<file path="config.mk">
export PLATFORM = sky130hd
export DESIGN_NAME = dc_master_clock_drift_filter_top
export DESIGN_NICKNAME = d
export VERILOG_FILES = /design/src/rtl/dcdf_pkg.sv /design/src/rtl/dcdf_ctrl.sv /design/src/rtl/dcdf_dp.sv /design/src/rtl/dc_master_clock_drift_filter_top.sv
export VERILOG_INCLUDE_DIRS = /design/src /design/src/rtl
export SDC_FILE = /design/constraint.sdc
export NUM_CORES = 2
export LEC_CHECK = 0
export BUFFER_PORTS_ARGS = -buffer_cell sky130_fd_sc_hd__buf_4
export CAP_MARGIN = 25
export CORE_UTILIZATION = 55
export DETAILED_ROUTE_END_ITERATION = 10
export GPL_TIMING_DRIVEN = 0
export PLACE_DENSITY = 0.73
export SLEW_MARGIN = 10
export SYNTH_ARGS = -nofsm -noshare
export SYNTH_HDL_FRONTEND = slang
export SYNTH_HIERARCHICAL = 1
export SYNTH_SLANG_ARGS = --single-unit
</file>
<file path="constraint.sdc">
create_clock -name clk -period 39.4 [get_ports clk]
set_input_delay 3.94 -clock clk [delete_from_list [all_inputs] [get_ports clk]]
set_output_delay 3.94 -clock clk [all_outputs]
set_load 0.01 [all_outputs]
</file>
<file path="src/rtl/dc_master_clock_drift_filter_top_assert.svh">
// Assertion macros for the drift filter. Each macro takes a label, a
// condition and a consequence, and uses the clk and rst of the module
// that includes this file.
`ifndef DC_MASTER_CLOCK_DRIFT_FILTER_TOP_ASSERT_SVH
`define DC_MASTER_CLOCK_DRIFT_FILTER_TOP_ASSERT_SVH

`ifndef SYNTHESIS
`define DCDF_ASSERT_IMPLY(lbl, cond, cons) \
  lbl: assert property (@(posedge clk) disable iff (rst) (cond) |-> (cons)) \
    else $error("drift filter check failed");
`define DCDF_ASSERT_NEXT(lbl, cond, cons) \
  lbl: assert property (@(posedge clk) disable iff (rst) (cond) |=> (cons)) \
    else $error("drift filter check failed");
`else
`define DCDF_ASSERT_IMPLY(lbl, cond, cons)
`define DCDF_ASSERT_NEXT(lbl, cond, cons)
`endif

`endif

</file>
<file path="src/rtl/dcdf_pkg.sv">
package dcdf_pkg;

  // Averaging window length; a power of two, so the mean is a shift.
  localparam int FILTER_COUNT = 1024;
  localparam int FC_LOG       = $clog2(FILTER_COUNT);
  localparam int CNT_W        = FC_LOG;
  // Sums over one window of 32-bit values, plus a sign bit.
  localparam int SUM_W        = 32 + FC_LOG + 1;
  localparam int ADJ_W        = 11;
  localparam int ADJ_LIMIT    = 1000;
  localparam int CP_W         = 30;
  localparam int DIV_STEPS    = 32;
  localparam int DIV_CNT_W    = $clog2(DIV_STEPS);
  localparam int IN_W         = 64;
  localparam int OUT_W        = 120;

  // Commands from the controller to the datapath; at most one is high.
  typedef struct packed {
    logic capture;
    logic prep;
    logic div_step;
    logic norm_acc;
    logic win_add;
    logic win_quot;
    logic win_sum;
    logic win_clamp;
    logic base_upd;
    logic out_load;
  } cmd_t;

  // Status from the datapath to the controller.
  typedef struct packed {
    logic started;
    logic win_last;
  } stat_t;

endpackage

</file>
<file path="src/rtl/dcdf_ctrl.sv">
module dcdf_ctrl (
  input  logic           clk,
  input  logic           rst,
  input  logic           in_valid,
  output logic           in_ready,
  input  logic           out_free,
  input  dcdf_pkg::stat_t stat,
  output dcdf_pkg::cmd_t  cmd
);
  import dcdf_pkg::*;

  localparam logic [3:0] S_IDLE  = 4'd0;
  localparam logic [3:0] S_PREP  = 4'd1;
  localparam logic [3:0] S_DIV   = 4'd2;
  localparam logic [3:0] S_NORM  = 4'd3;
  localparam logic [3:0] S_WIN1  = 4'd4;
  localparam logic [3:0] S_WIN2  = 4'd5;
  localparam logic [3:0] S_WIN3  = 4'd6;
  localparam logic [3:0] S_WIN4  = 4'd7;
  localparam logic [3:0] S_STEP  = 4'd8;
  localparam logic [3:0] S_DONE  = 4'd9;

  localparam logic [DIV_CNT_W-1:0] DIV_LAST = DIV_CNT_W'(DIV_STEPS - 1);

  logic [3:0]           state;
  logic [3:0]           state_next;
  logic [DIV_CNT_W-1:0] div_cnt;
  logic [DIV_CNT_W-1:0] div_cnt_next;

  assign in_ready = (state == S_IDLE);

  always_comb begin
    state_next   = state;
    div_cnt_next = div_cnt;
    cmd          = '0;
    unique case (state)
      S_IDLE: begin
        if (in_valid) begin
          cmd.capture = 1'b1;
          state_next  = S_PREP;
        end
      end
      S_PREP: begin
        cmd.prep     = 1'b1;
        div_cnt_next = '0;
        state_next   = S_DIV;
      end
      S_DIV: begin
        cmd.div_step = 1'b1;
        div_cnt_next = div_cnt + 1'b1;
        if (div_cnt == DIV_LAST) begin
          state_next = S_NORM;
        end
      end
      S_NORM: begin
        cmd.norm_acc = 1'b1;
        state_next   = (stat.started && stat.win_last) ? S_WIN1 : S_STEP;
      end
      S_WIN1: begin
        cmd.win_add = 1'b1;
        state_next  = S_WIN2;
      end
      S_WIN2: begin
        cmd.win_quot = 1'b1;
        state_next   = S_WIN3;
      end
      S_WIN3: begin
        cmd.win_sum = 1'b1;
        state_next  = S_WIN4;
      end
      S_WIN4: begin
        cmd.win_clamp = 1'b1;
        state_next    = S_STEP;
      end
      S_STEP: begin
        cmd.base_upd = 1'b1;
        state_next   = S_DONE;
      end
      S_DONE: begin
        if (out_free) begin
          cmd.out_load = 1'b1;
          state_next   = S_IDLE;
        end
      end
      default: begin
        state_next = S_IDLE;
      end
    endcase
  end

  always_ff @(posedge clk) begin
    if (rst) begin
      state   <= S_IDLE;
      div_cnt <= '0;
    end else begin
      state   <= state_next;
      div_cnt <= div_cnt_next;
    end
  end

endmodule

</file>
<file path="src/rtl/dcdf_dp.sv">
module dcdf_dp (
  input  logic                          clk,
  input  logic                          rst,
  input  dcdf_pkg::cmd_t                cmd,
  output dcdf_pkg::stat_t               stat,
  input  logic [31:0]                   app_time_low,
  input  logic [31:0]                   reference_time,
  input  logic [dcdf_pkg::CP_W-1:0]     cycle_period,
  input  logic                          init_load,
  input  logic [31:0]                   init_value,
  output logic signed [31:0]            normalised_diff,
  output logic signed [dcdf_pkg::ADJ_W-1:0] drift_adjust,
  output logic signed [dcdf_pkg::ADJ_W-1:0] base_step,
  output logic signed [63:0]            time_base,
  output logic                          locked
);
  import dcdf_pkg::*;

  localparam logic signed [SUM_W-1:0] FC_S     = SUM_W'(FILTER_COUNT);
  localparam logic signed [SUM_W-1:0] FC_HALF  = SUM_W'(FILTER_COUNT / 2);
  localparam logic signed [SUM_W-1:0] FC_MASK  = SUM_W'(FILTER_COUNT - 1);
  localparam logic signed [SUM_W-1:0] LIM_HI   = SUM_W'(ADJ_LIMIT);
  localparam logic signed [SUM_W-1:0] LIM_LO   = -SUM_W'(ADJ_LIMIT);
  localparam logic [CNT_W-1:0]        CNT_LAST = CNT_W'(FILTER_COUNT - 1);

  logic [31:0]              last_app;
  logic [31:0]              last_raw;
  logic [31:0]              raw;
  logic signed [31:0]       delta;
  logic [CP_W-2:0]          half;
  logic [31:0]              dvd;
  logic [31:0]              rem;
  logic                     started;
  logic                     act;
  logic signed [SUM_W-1:0]  diff_sum;
  logic signed [SUM_W-1:0]  delta_sum;
  logic [CNT_W-1:0]         win_cnt;
  logic signed [SUM_W-1:0]  wide;
  logic signed [1:0]        dsgn;
  logic signed [ADJ_W-1:0]  adj;

  logic [31:0]              raw_next;
  logic [31:0]              rem_sh;
  logic [31:0]              norm_next;
  logic signed [ADJ_W-1:0]  step_next;
  logic signed [ADJ_W-1:0]  norm_sgn;

  assign raw_next = last_app - reference_time;
  // Restoring remainder step. With a zero divisor every step keeps the
  // shifted bit, so the remainder ends equal to the dividend.
  assign rem_sh   = {rem[30:0], dvd[31]};
  assign norm_next = rem - {{(32 - (CP_W - 1)){1'b0}}, half};
  assign norm_sgn = (normalised_diff > 0) ? ADJ_W'(1) :
                    (normalised_diff < 0) ? -ADJ_W'(1) : '0;
  assign step_next = act ? (adj + norm_sgn) : '0;

  assign stat.started  = started;
  assign stat.win_last = (win_cnt == CNT_LAST);

  assign drift_adjust = adj;
  assign locked       = started;

  always_ff @(posedge clk) begin
    if (rst) begin
      last_app  <= '0;
      last_raw  <= '0;
      started   <= 1'b0;
      diff_sum  <= '0;
      delta_sum <= '0;
      win_cnt   <= '0;
      adj       <= '0;
      time_base <= '0;
    end else begin
      if (init_load) begin
        last_app <= init_value;
      end
      if (cmd.capture) begin
        last_app <= app_time_low;
        last_raw <= raw_next;
        raw      <= raw_next;
        delta    <= raw_next - last_raw;
        half     <= cycle_period[CP_W-1:1];
      end
      if (cmd.prep) begin
        dvd <= raw + {{(32 - (CP_W - 1)){1'b0}}, half};
        rem <= '0;
      end
      if (cmd.div_step) begin
        dvd <= {dvd[30:0], 1'b0};
        if (rem_sh >= {{(32 - CP_W){1'b0}}, cycle_period}) begin
          rem <= rem_sh - {{(32 - CP_W){1'b0}}, cycle_period};
        end else begin
          rem <= rem_sh;
        end
      end
      if (cmd.norm_acc) begin
        normalised_diff <= norm_next;
        act             <= started;
        if (started) begin
          diff_sum  <= diff_sum + {{(SUM_W - 32){norm_next[31]}}, norm_next};
          delta_sum <= delta_sum + {{(SUM_W - 32){delta[31]}}, delta};
          win_cnt   <= stat.win_last ? '0 : win_cnt + 1'b1;
        end else begin
          started <= (norm_next != '0);
        end
      end
      if (cmd.win_add) begin
        wide      <= delta_sum + FC_HALF;
        dsgn      <= (diff_sum >= FC_S) ? 2'sd1 : (diff_sum <= -FC_S) ? -2'sd1 : 2'sd0;
        diff_sum  <= '0;
        delta_sum <= '0;
      end
      if (cmd.win_quot) begin
        // Division toward zero: bias negative values before the shift.
        wide <= $signed(wide + (wide[SUM_W-1] ? FC_MASK : '0)) >>> FC_LOG;
      end
      if (cmd.win_sum) begin
        wide <= {{(SUM_W - ADJ_W){adj[ADJ_W-1]}}, adj} + wide
                + {{(SUM_W - 2){dsgn[1]}}, dsgn};
      end
      if (cmd.win_clamp) begin
        if (wide > LIM_HI) begin
          adj <= ADJ_W'(ADJ_LIMIT);
        end else if (wide < LIM_LO) begin
          adj <= -ADJ_W'(ADJ_LIMIT);
        end else begin
          adj <= wide[ADJ_W-1:0];
        end
      end
      if (cmd.base_upd) begin
        base_step <= step_next;
        time_base <= time_base + {{(64 - ADJ_W){step_next[ADJ_W-1]}}, step_next};
      end
    end
  end

endmodule

</file>
<file path="src/rtl/dc_master_clock_drift_filter_top.sv">
// Master-to-reference clock drift filter. Each input word is one bus cycle:
// the low 32 bits of the application time and the reference clock time read
// in that cycle. The block forms the previous application time minus the
// reference time, folds it into one cycle period around zero, and once a
// nonzero folded difference has been seen it averages differences and
// difference deltas over windows of 1024 input words to steer a clamped
// per-cycle drift adjustment (within -1000..1000 ns) and a wrapping 64-bit
// time base. Every input word yields exactly one output word. An accepted
// item is captured, folded by a bit-serial remainder unit that divides by
// the cycle period, accumulated, passed through the window update at the
// end of an averaging window, and applied to the time base. The output
// register holds one finished word, so the next input is taken as soon as
// the result has moved into it. Configuration must be written through the
// APB port only while no item is in flight; the block does not enforce this.
// Writing initial_app_time also reloads the stored previous application time.
`include "dc_master_clock_drift_filter_top_assert.svh"

module dc_master_clock_drift_filter_top (
  input  logic         clk,
  input  logic         rst,
  // Input words.
  input  logic         s_tvalid,
  output logic         s_tready,
  // app_time_low [31:0], reference_time [63:32]
  input  logic [63:0]  s_tdata,
  // Result words.
  output logic         m_tvalid,
  input  logic         m_tready,
  // normalised_diff [31:0], drift_adjust [42:32], base_step [53:43],
  // time_base [117:54], locked [118], zero [119]
  output logic [119:0] m_tdata,
  // Register port.
  input  logic         psel,
  input  logic         penable,
  input  logic         pwrite,
  input  logic [2:0]   paddr,
  input  logic [31:0]  pwdata,
  output logic [31:0]  prdata,
  output logic         pready
);
  import dcdf_pkg::*;

  cmd_t  cmd;
  stat_t stat;

  logic [CP_W-1:0] cycle_period;
  logic [31:0]     initial_app_time;
  logic            wr_en;
  logic            init_load;
  logic            out_free;

  logic signed [31:0]       normalised_diff;
  logic signed [ADJ_W-1:0]  drift_adjust;
  logic signed [ADJ_W-1:0]  base_step;
  logic signed [63:0]       time_base;
  logic                     locked;

  // Register map: cycle_period at byte 0, initial_app_time at byte 4.
  assign pready    = 1'b1;
  assign wr_en     = psel && penable && pwrite && pready;
  assign init_load = wr_en && paddr[2];
  assign prdata    = paddr[2] ? initial_app_time
                              : {{(32 - CP_W){1'b0}}, cycle_period};

  always_ff @(posedge clk) begin
    if (rst) begin
      cycle_period     <= CP_W'(1000000);
      initial_app_time <= '0;
    end else if (wr_en) begin
      if (paddr[2]) begin
        initial_app_time <= pwdata;
      end else begin
        cycle_period <= pwdata[CP_W-1:0];
      end
    end
  end

  // The output register frees up when it is empty or being read out.
  assign out_free = !m_tvalid || m_tready;

  dcdf_ctrl u_ctrl (
    .clk      (clk),
    .rst      (rst),
    .in_valid (s_tvalid),
    .in_ready (s_tready),
    .out_free (out_free),
    .stat     (stat),
    .cmd      (cmd)
  );

  dcdf_dp u_dp (
    .clk             (clk),
    .rst             (rst),
    .cmd             (cmd),
    .stat            (stat),
    .app_time_low    (s_tdata[31:0]),
    .reference_time  (s_tdata[63:32]),
    .cycle_period    (cycle_period),
    .init_load       (init_load),
    .init_value      (pwdata),
    .normalised_diff (normalised_diff),
    .drift_adjust    (drift_adjust),
    .base_step       (base_step),
    .time_base       (time_base),
    .locked          (locked)
  );

  always_ff @(posedge clk) begin
    if (rst) begin
      m_tvalid <= 1'b0;
    end else if (cmd.out_load) begin
      m_tvalid <= 1'b1;
    end else if (m_tready) begin
      m_tvalid <= 1'b0;
    end
  end

  always_ff @(posedge clk) begin
    if (cmd.out_load) begin
      m_tdata <= {1'b0, locked, time_base, base_step, drift_adjust, normalised_diff};
    end
  end

  // Once an item is taken the block is busy for at least the next cycle.
  `DCDF_ASSERT_NEXT(a_busy_after_accept, s_tvalid && s_tready, !s_tready)
  // The filter never leaves the started condition.
  `DCDF_ASSERT_NEXT(a_lock_holds, stat.started, stat.started)
  // Every published adjustment is inside the clamp limits.
  `DCDF_ASSERT_IMPLY(a_adjust_range, cmd.out_load,
    (drift_adjust <= ADJ_W'(ADJ_LIMIT)) && (drift_adjust >= -ADJ_W'(ADJ_LIMIT)))
  // A result is only moved into a free output register.
  `DCDF_ASSERT_IMPLY(a_no_overwrite, cmd.out_load, out_free)

endmodule
</file>
# Word-level counts from Yosys, hierarchy flattened
# Index checks and enable logic that the tools add are counted.
# word_totals
reg_bits	673
# classes
bitwise_logic	2
n_reduce_logical	24
n_lt_le_gt_ge	7
muxes	40
add_sub_neg	15
eq_ne	14
# ops
operator	count
$mux 32	8
$add 43x43->43	5
$mux 43	3
$add 64x64->64	1
$sub 32x32->32	2
$mux 11	5
$add 43x11->43 const B	1
$ge 43x12->1 const B	1
$gt 43x11->1 const B	1
$le 43x11->1 const B	1
$lt 43x11->1 const B	1
$pmux 4 s10	1
$add 32x29->32	1
$ge 32x30->1	1
$gt 32x1->1 const B	1
$lt 32x1->1 const B	1
$reduce_bool 32->1	1
$sub 32x29->32	1
$sub 32x30->32	1
$mux 10	2
$reduce_and 2->1	9
$eq 4x3->1 const B	4
$mux 4	4
$mux 1	15
other kinds (21)	31

# Longest topological paths before layout
# logic_depth
depth_word	6
ltp_mapped	27

# Modules after synthesis
# The synthesis kept the hierarchy.
# by_module_without_submodules
module	seq_area_each_um2	cells_per_inst	instances	area_per_inst_um2
dcdf_dp	12111.6	4426	1	38010.2
dc_master_clock_drift_filter_top	4834.6	410	1	6595.1
dcdf_ctrl	180.2	76	1	596.8

# Worst setup path before layout
# OpenSTA, ideal clock, no wires.
# synth_path
path_kind	input-to-reg
from	input m_tready
to	register m_tdata[0], enable pin
stages	3
slack_ns	23.216
setup_time_ns	0.891
n_path_buf	0
arrival_time_ns	15.293
required_ns	38.509
cell_sequence	nand2b_1 > inv_1 > nor4_1
# synth_lines
element	line	text
start: declaration	dc_master_clock_drift_filter_top.sv:28	input logic m_tready,
end signal: assignment	dc_master_clock_drift_filter_top.sv:120	m_tdata <= {1'b0, locked, time_base, base_step, drift_adjust, normalised_diff};
end: declaration	dc_master_clock_drift_filter_top.sv:31	output logic [119:0] m_tdata,

# Worst setup path in the final report
# layout_path
from	input paddr[2]
to	output prdata[27]
# layout_via
elab_chain_len	1
# layout_lines
element	line	text
start: declaration	dc_master_clock_drift_filter_top.sv:36	input logic [2:0] paddr,
$mux 32	dc_master_clock_drift_filter_top.sv:62	assign prdata = paddr[2] ? initial_app_time
end: declaration	dc_master_clock_drift_filter_top.sv:38	output logic [31:0] prdata,
# Every way passes these cells.

==> summary.md <==
| Metric | Value |
|---|---|
| Outcome | `finished, final reports clean` |
| P_leak | `21.3 nW` |
| CP Data Arrival Time | `4.97 ns` |
| Post-Layout Cell Count | `6397` |
| Final Cell Area | `51500 µm²` |
| Flops & latches, synth | `673` |
| Post-DP HPWL | `103000 µm` |
| Yosys top cell by area | `edfxtp_1` |
| DR vias | `38500` |
| Final min period | `8.91 ns` |
| Largest stage delay on the critical path | `0.41 ns` |
| Slew headroom | `0.225` |
| Main synth FF type | `edfxtp_1` |
| Worst min-delay path class | `register to register` |
| Area contributors post-synth | `edfxtp_1 (24%), dfxtp_1 (14%), ha_1 (10%)` |
| Final Hold Viols | `0` |
| Die height | `289 µm` |
| Final wirelength | `134000 µm` |
| Final ANT Viol Nets | `0` |
| CORE AREA | `80900 µm²` |
| Async S/R FF share, synth | `0` |
| Boundary pin count | `261` |
| Critical Path Sink | `prdata[27]` |
| Period utilization | `0.226` |
| Count of different cell masters after synthesis | `92` |
| Type of the worst setup path | `input port to primary output` |
| Layout cells sized above 1 | `0.0930` |
| RSZ-0062 raised after global routing | `false` |
| Worst Path Required | `35.46 ns` |
| Via density | `6.01` |
| Placed cell count | `6253` |
| CTS sink cnt | `673` |
| Finish-stage setup viols | `0` |
| VDD IR-drop max | `0.0327 mV` |
| CTS max path bufs | `3` |
| Cells after Synth | `4912` |
| H-tree depth | `3` |
| Total track usage | `0.314` |
| Final GP Congestion | `0.966` |
| Critical R2R Capture | `u_dp/time_base[56]` |
| Largest net degree at the start of global routing | `71` |
| CTS hold repair buffers | `0` |
| Post-route setup TNS | `0 ns` |
| Commonest cells in the netlist | `a21oi_1 (462), nand2_1 (441), nor2_1 (419)` |
| Dpl ws | `30.23 ns` |
| Port Buffer Count | `254` |
| FF-to-FF setup slack | `31.13 ns` |
| DR DRC count | `0` |
| Pre-Repair DR Iteration Count | `5` |
| Area added between synthesis and finish | `13.9%` |
| Crit path launch | `paddr[2]` |
| Setup ws final | `30.49 ns` |
| EDFF count, synth | `365` |
| CP endpoint kind | `primary output` |
| Top-count cell post-synth | `a21oi_1` |
| Net count, final | `5790` |
| Overflow after GRT | `0` |
| # resized after CTS | `0` |
| Worst-Margin Slew | `1.16 ns` |
| Critical path cell sequence | `buf_4, buf_2, mux2_2, buf_4` |
| Maxcap violations | `0` |
| Crit-path most repeated cell | `buf_4` |
| Initial antenna violation count | `1` |
| Mapped Avg Cell Area | `9.20 µm²` |
| CP Max Fanout | `10` |
| Reg-to-Reg Start | `u_dp/normalised_diff[31]` |
| Clk Latency, worst-skew pair | `0.65 ns` |
| CP max stage cell | `mux2_2` |
| Rows | `104` |
| Clock Skews | `0.0382 ns` |
| Final slew viol count | `0` |
| CTS clk-pin slew, worst paths | `0.06 ns` |
| Starting density of the core | `0.558` |
| Cell area after synthesis | `45200 µm²` |
| Setup repair bufs after CTS | `0` |
| Startpoint types | `input port` |
| Die width | `289 µm` |
| Register area share after synthesis | `0.379` |
| PwrDens | `37.1 nW/µm²` |
| CTS tree | `done` |
| YS warnings | `6` |
| Fillcell total | `6946` |
| Syn Nets | `5431` |
| Number of buffers created by CTS | `76` |
| Area share of the largest cell type after synthesis | `0.242` |
| Post-Place Cell Area | `48800 µm²` |
| Fmax | `112 MHz` |
| Reg2reg path depth | `28` |
| Vias in the first global route | `36900` |
| DRT iter0 DRCs | `3138` |
| Die area | `83300 µm²` |
| First-pass GRT wire length | `204000 µm` |
| Root buffer cell | `clkbuf_16` |
| WL per Instance | `20.9 µm` |
[cell usage in the layout, fill, tap and decap left out, types with 13 or more instances in the layout]
cell,n
nand2b_1,139
buf_2,13
a221o_1,15
o21bai_1,47
xor2_1,127
o21ai_0,229
clkbuf_1,139
or2_2,16
dfxtp_1,307
clkbuf_16,78
buf_1,32
nor2_1,417
and3_1,46
o211ai_1,31
xnor2_1,226
and2_1,39
mux2i_1,176
a211oi_1,51
o21ai_1,21
ha_1,361
nand2_1,441
nand3_1,105
o31ai_1,26
buf_4,275
a21oi_1,462
nor4_1,36
or3_1,32
nor2b_1,37
a31oi_1,46
inv_1,259
nor3_1,57
o21a_1,49
mux2_2,31
a211o_1,19
a21o_1,177
nand4_1,69
fa_1,52
and4_1,16
edfxtp_1,365
[state kept, by name, indices dropped and copies added, names as in the netlist]
register	flops
u_dp/delta_sum	43
u_dp/diff_sum	43
u_dp/act	1
u_dp/rem	32
u_dp/half	29
u_dp/wide	43
u_dp/normalised_diff	32
u_dp/raw	32
u_dp/delta	32
u_dp/last_raw	32
u_dp/win_cnt	10
m_tvalid	1
u_dp/time_base	64
u_dp/locked	1
u_dp/dsgn	2
cycle_period	30
u_dp/base_step	11
u_ctrl/state	4
m_tdata	119
initial_app_time	32
u_ctrl/div_cnt	5
u_dp/drift_adjust	11
u_dp/dvd	32
u_dp/last_app	32
[area by class of cell]
type,instances,area [µm²],area share
Antenna cell,3,7.51,0.000146
Buffer,174,721,0.0140
Clock buffer,106,2170,0.0421
Clock inverter,35,532,0.0103
Inverter,262,986,0.0191
Multi-Input combinational cell,3803,26400,0.513
Sequential cell,673,17100,0.333
Tap cell,1060,1330,0.0258
Timing Repair Buffer,281,2210,0.0429
[per-layer routing]
metal | part of all wire | vias to the layer above | wire length (µm) | GRT usage
met5 | 0 | - | 0 | 0
li1 | - | 18600 | - | -
met1 | 0.43 | 18300 | 57400 | 0.408
met2 | 0.47 | 1327 | 62800 | 0.528
met3 | 0.058 | 264 | 7710 | 0.0394
met4 | 0.043 | 0 | 5740 | 0.133
[critical path, delay by kind of cell]
kind     cells  cell delay [ns]
buf+inv      3             0.61
mux          1             0.41
[stage by stage]
| stage | hold WS (ns) | util | power (mW) |
|---|---|---|---|
| floorplan | 0.400 | - | 1.04 |
| global placement | 0.401 | 0.598 | 1.15 |
| global route | 0.429 | 0.636 | 1.98 |
| finish | 0.420 | 0.636 | 1.91 |
| CTS | 0.422 | 0.636 | 1.92 |
| detailed placement | 0.408 | 0.603 | 1.15 |
[cell families after synthesis]
| logic type | count (synthesis) | synth area share |
|---|---|---|
| AOI/OAI and AO/OA | 1327 | 0.186 |
| DFF | 673 | 0.379 |
| other | 2 | 0.000166 |
| buffers and inverters | 436 | 0.0377 |
| xor gates and xnor gates | 355 | 0.0691 |
| and+or+nand+nor | 1499 | 0.159 |
| muxes | 207 | 0.0467 |
| adders and majority gates | 413 | 0.123 |
[worst min path at each step]
stage,from,to,slack (ns),cells past startpoint
after CTS,u_dp/base_step[8],m_tdata[51],0.42,0
after global routing,u_dp/base_step[7],m_tdata[50],0.43,0
after global placement,u_dp/base_step[9],m_tdata[52],0.40,0
after floorplan,u_dp/base_step[0],m_tdata[43],0.40,0
final,u_dp/base_step[8],m_tdata[51],0.42,0
after detailed placement,u_dp/base_step[8],m_tdata[51],0.41,0
[where the power goes]
| part | internal [mW] | switching [mW] |
|---|---|---|
| Clock | 0.460 | 0.305 |
| Sequential | 0.775 | 0.0192 |
| Combinational | 0.133 | 0.221 |
Note: power is estimated with default switching activity, not from simulation.
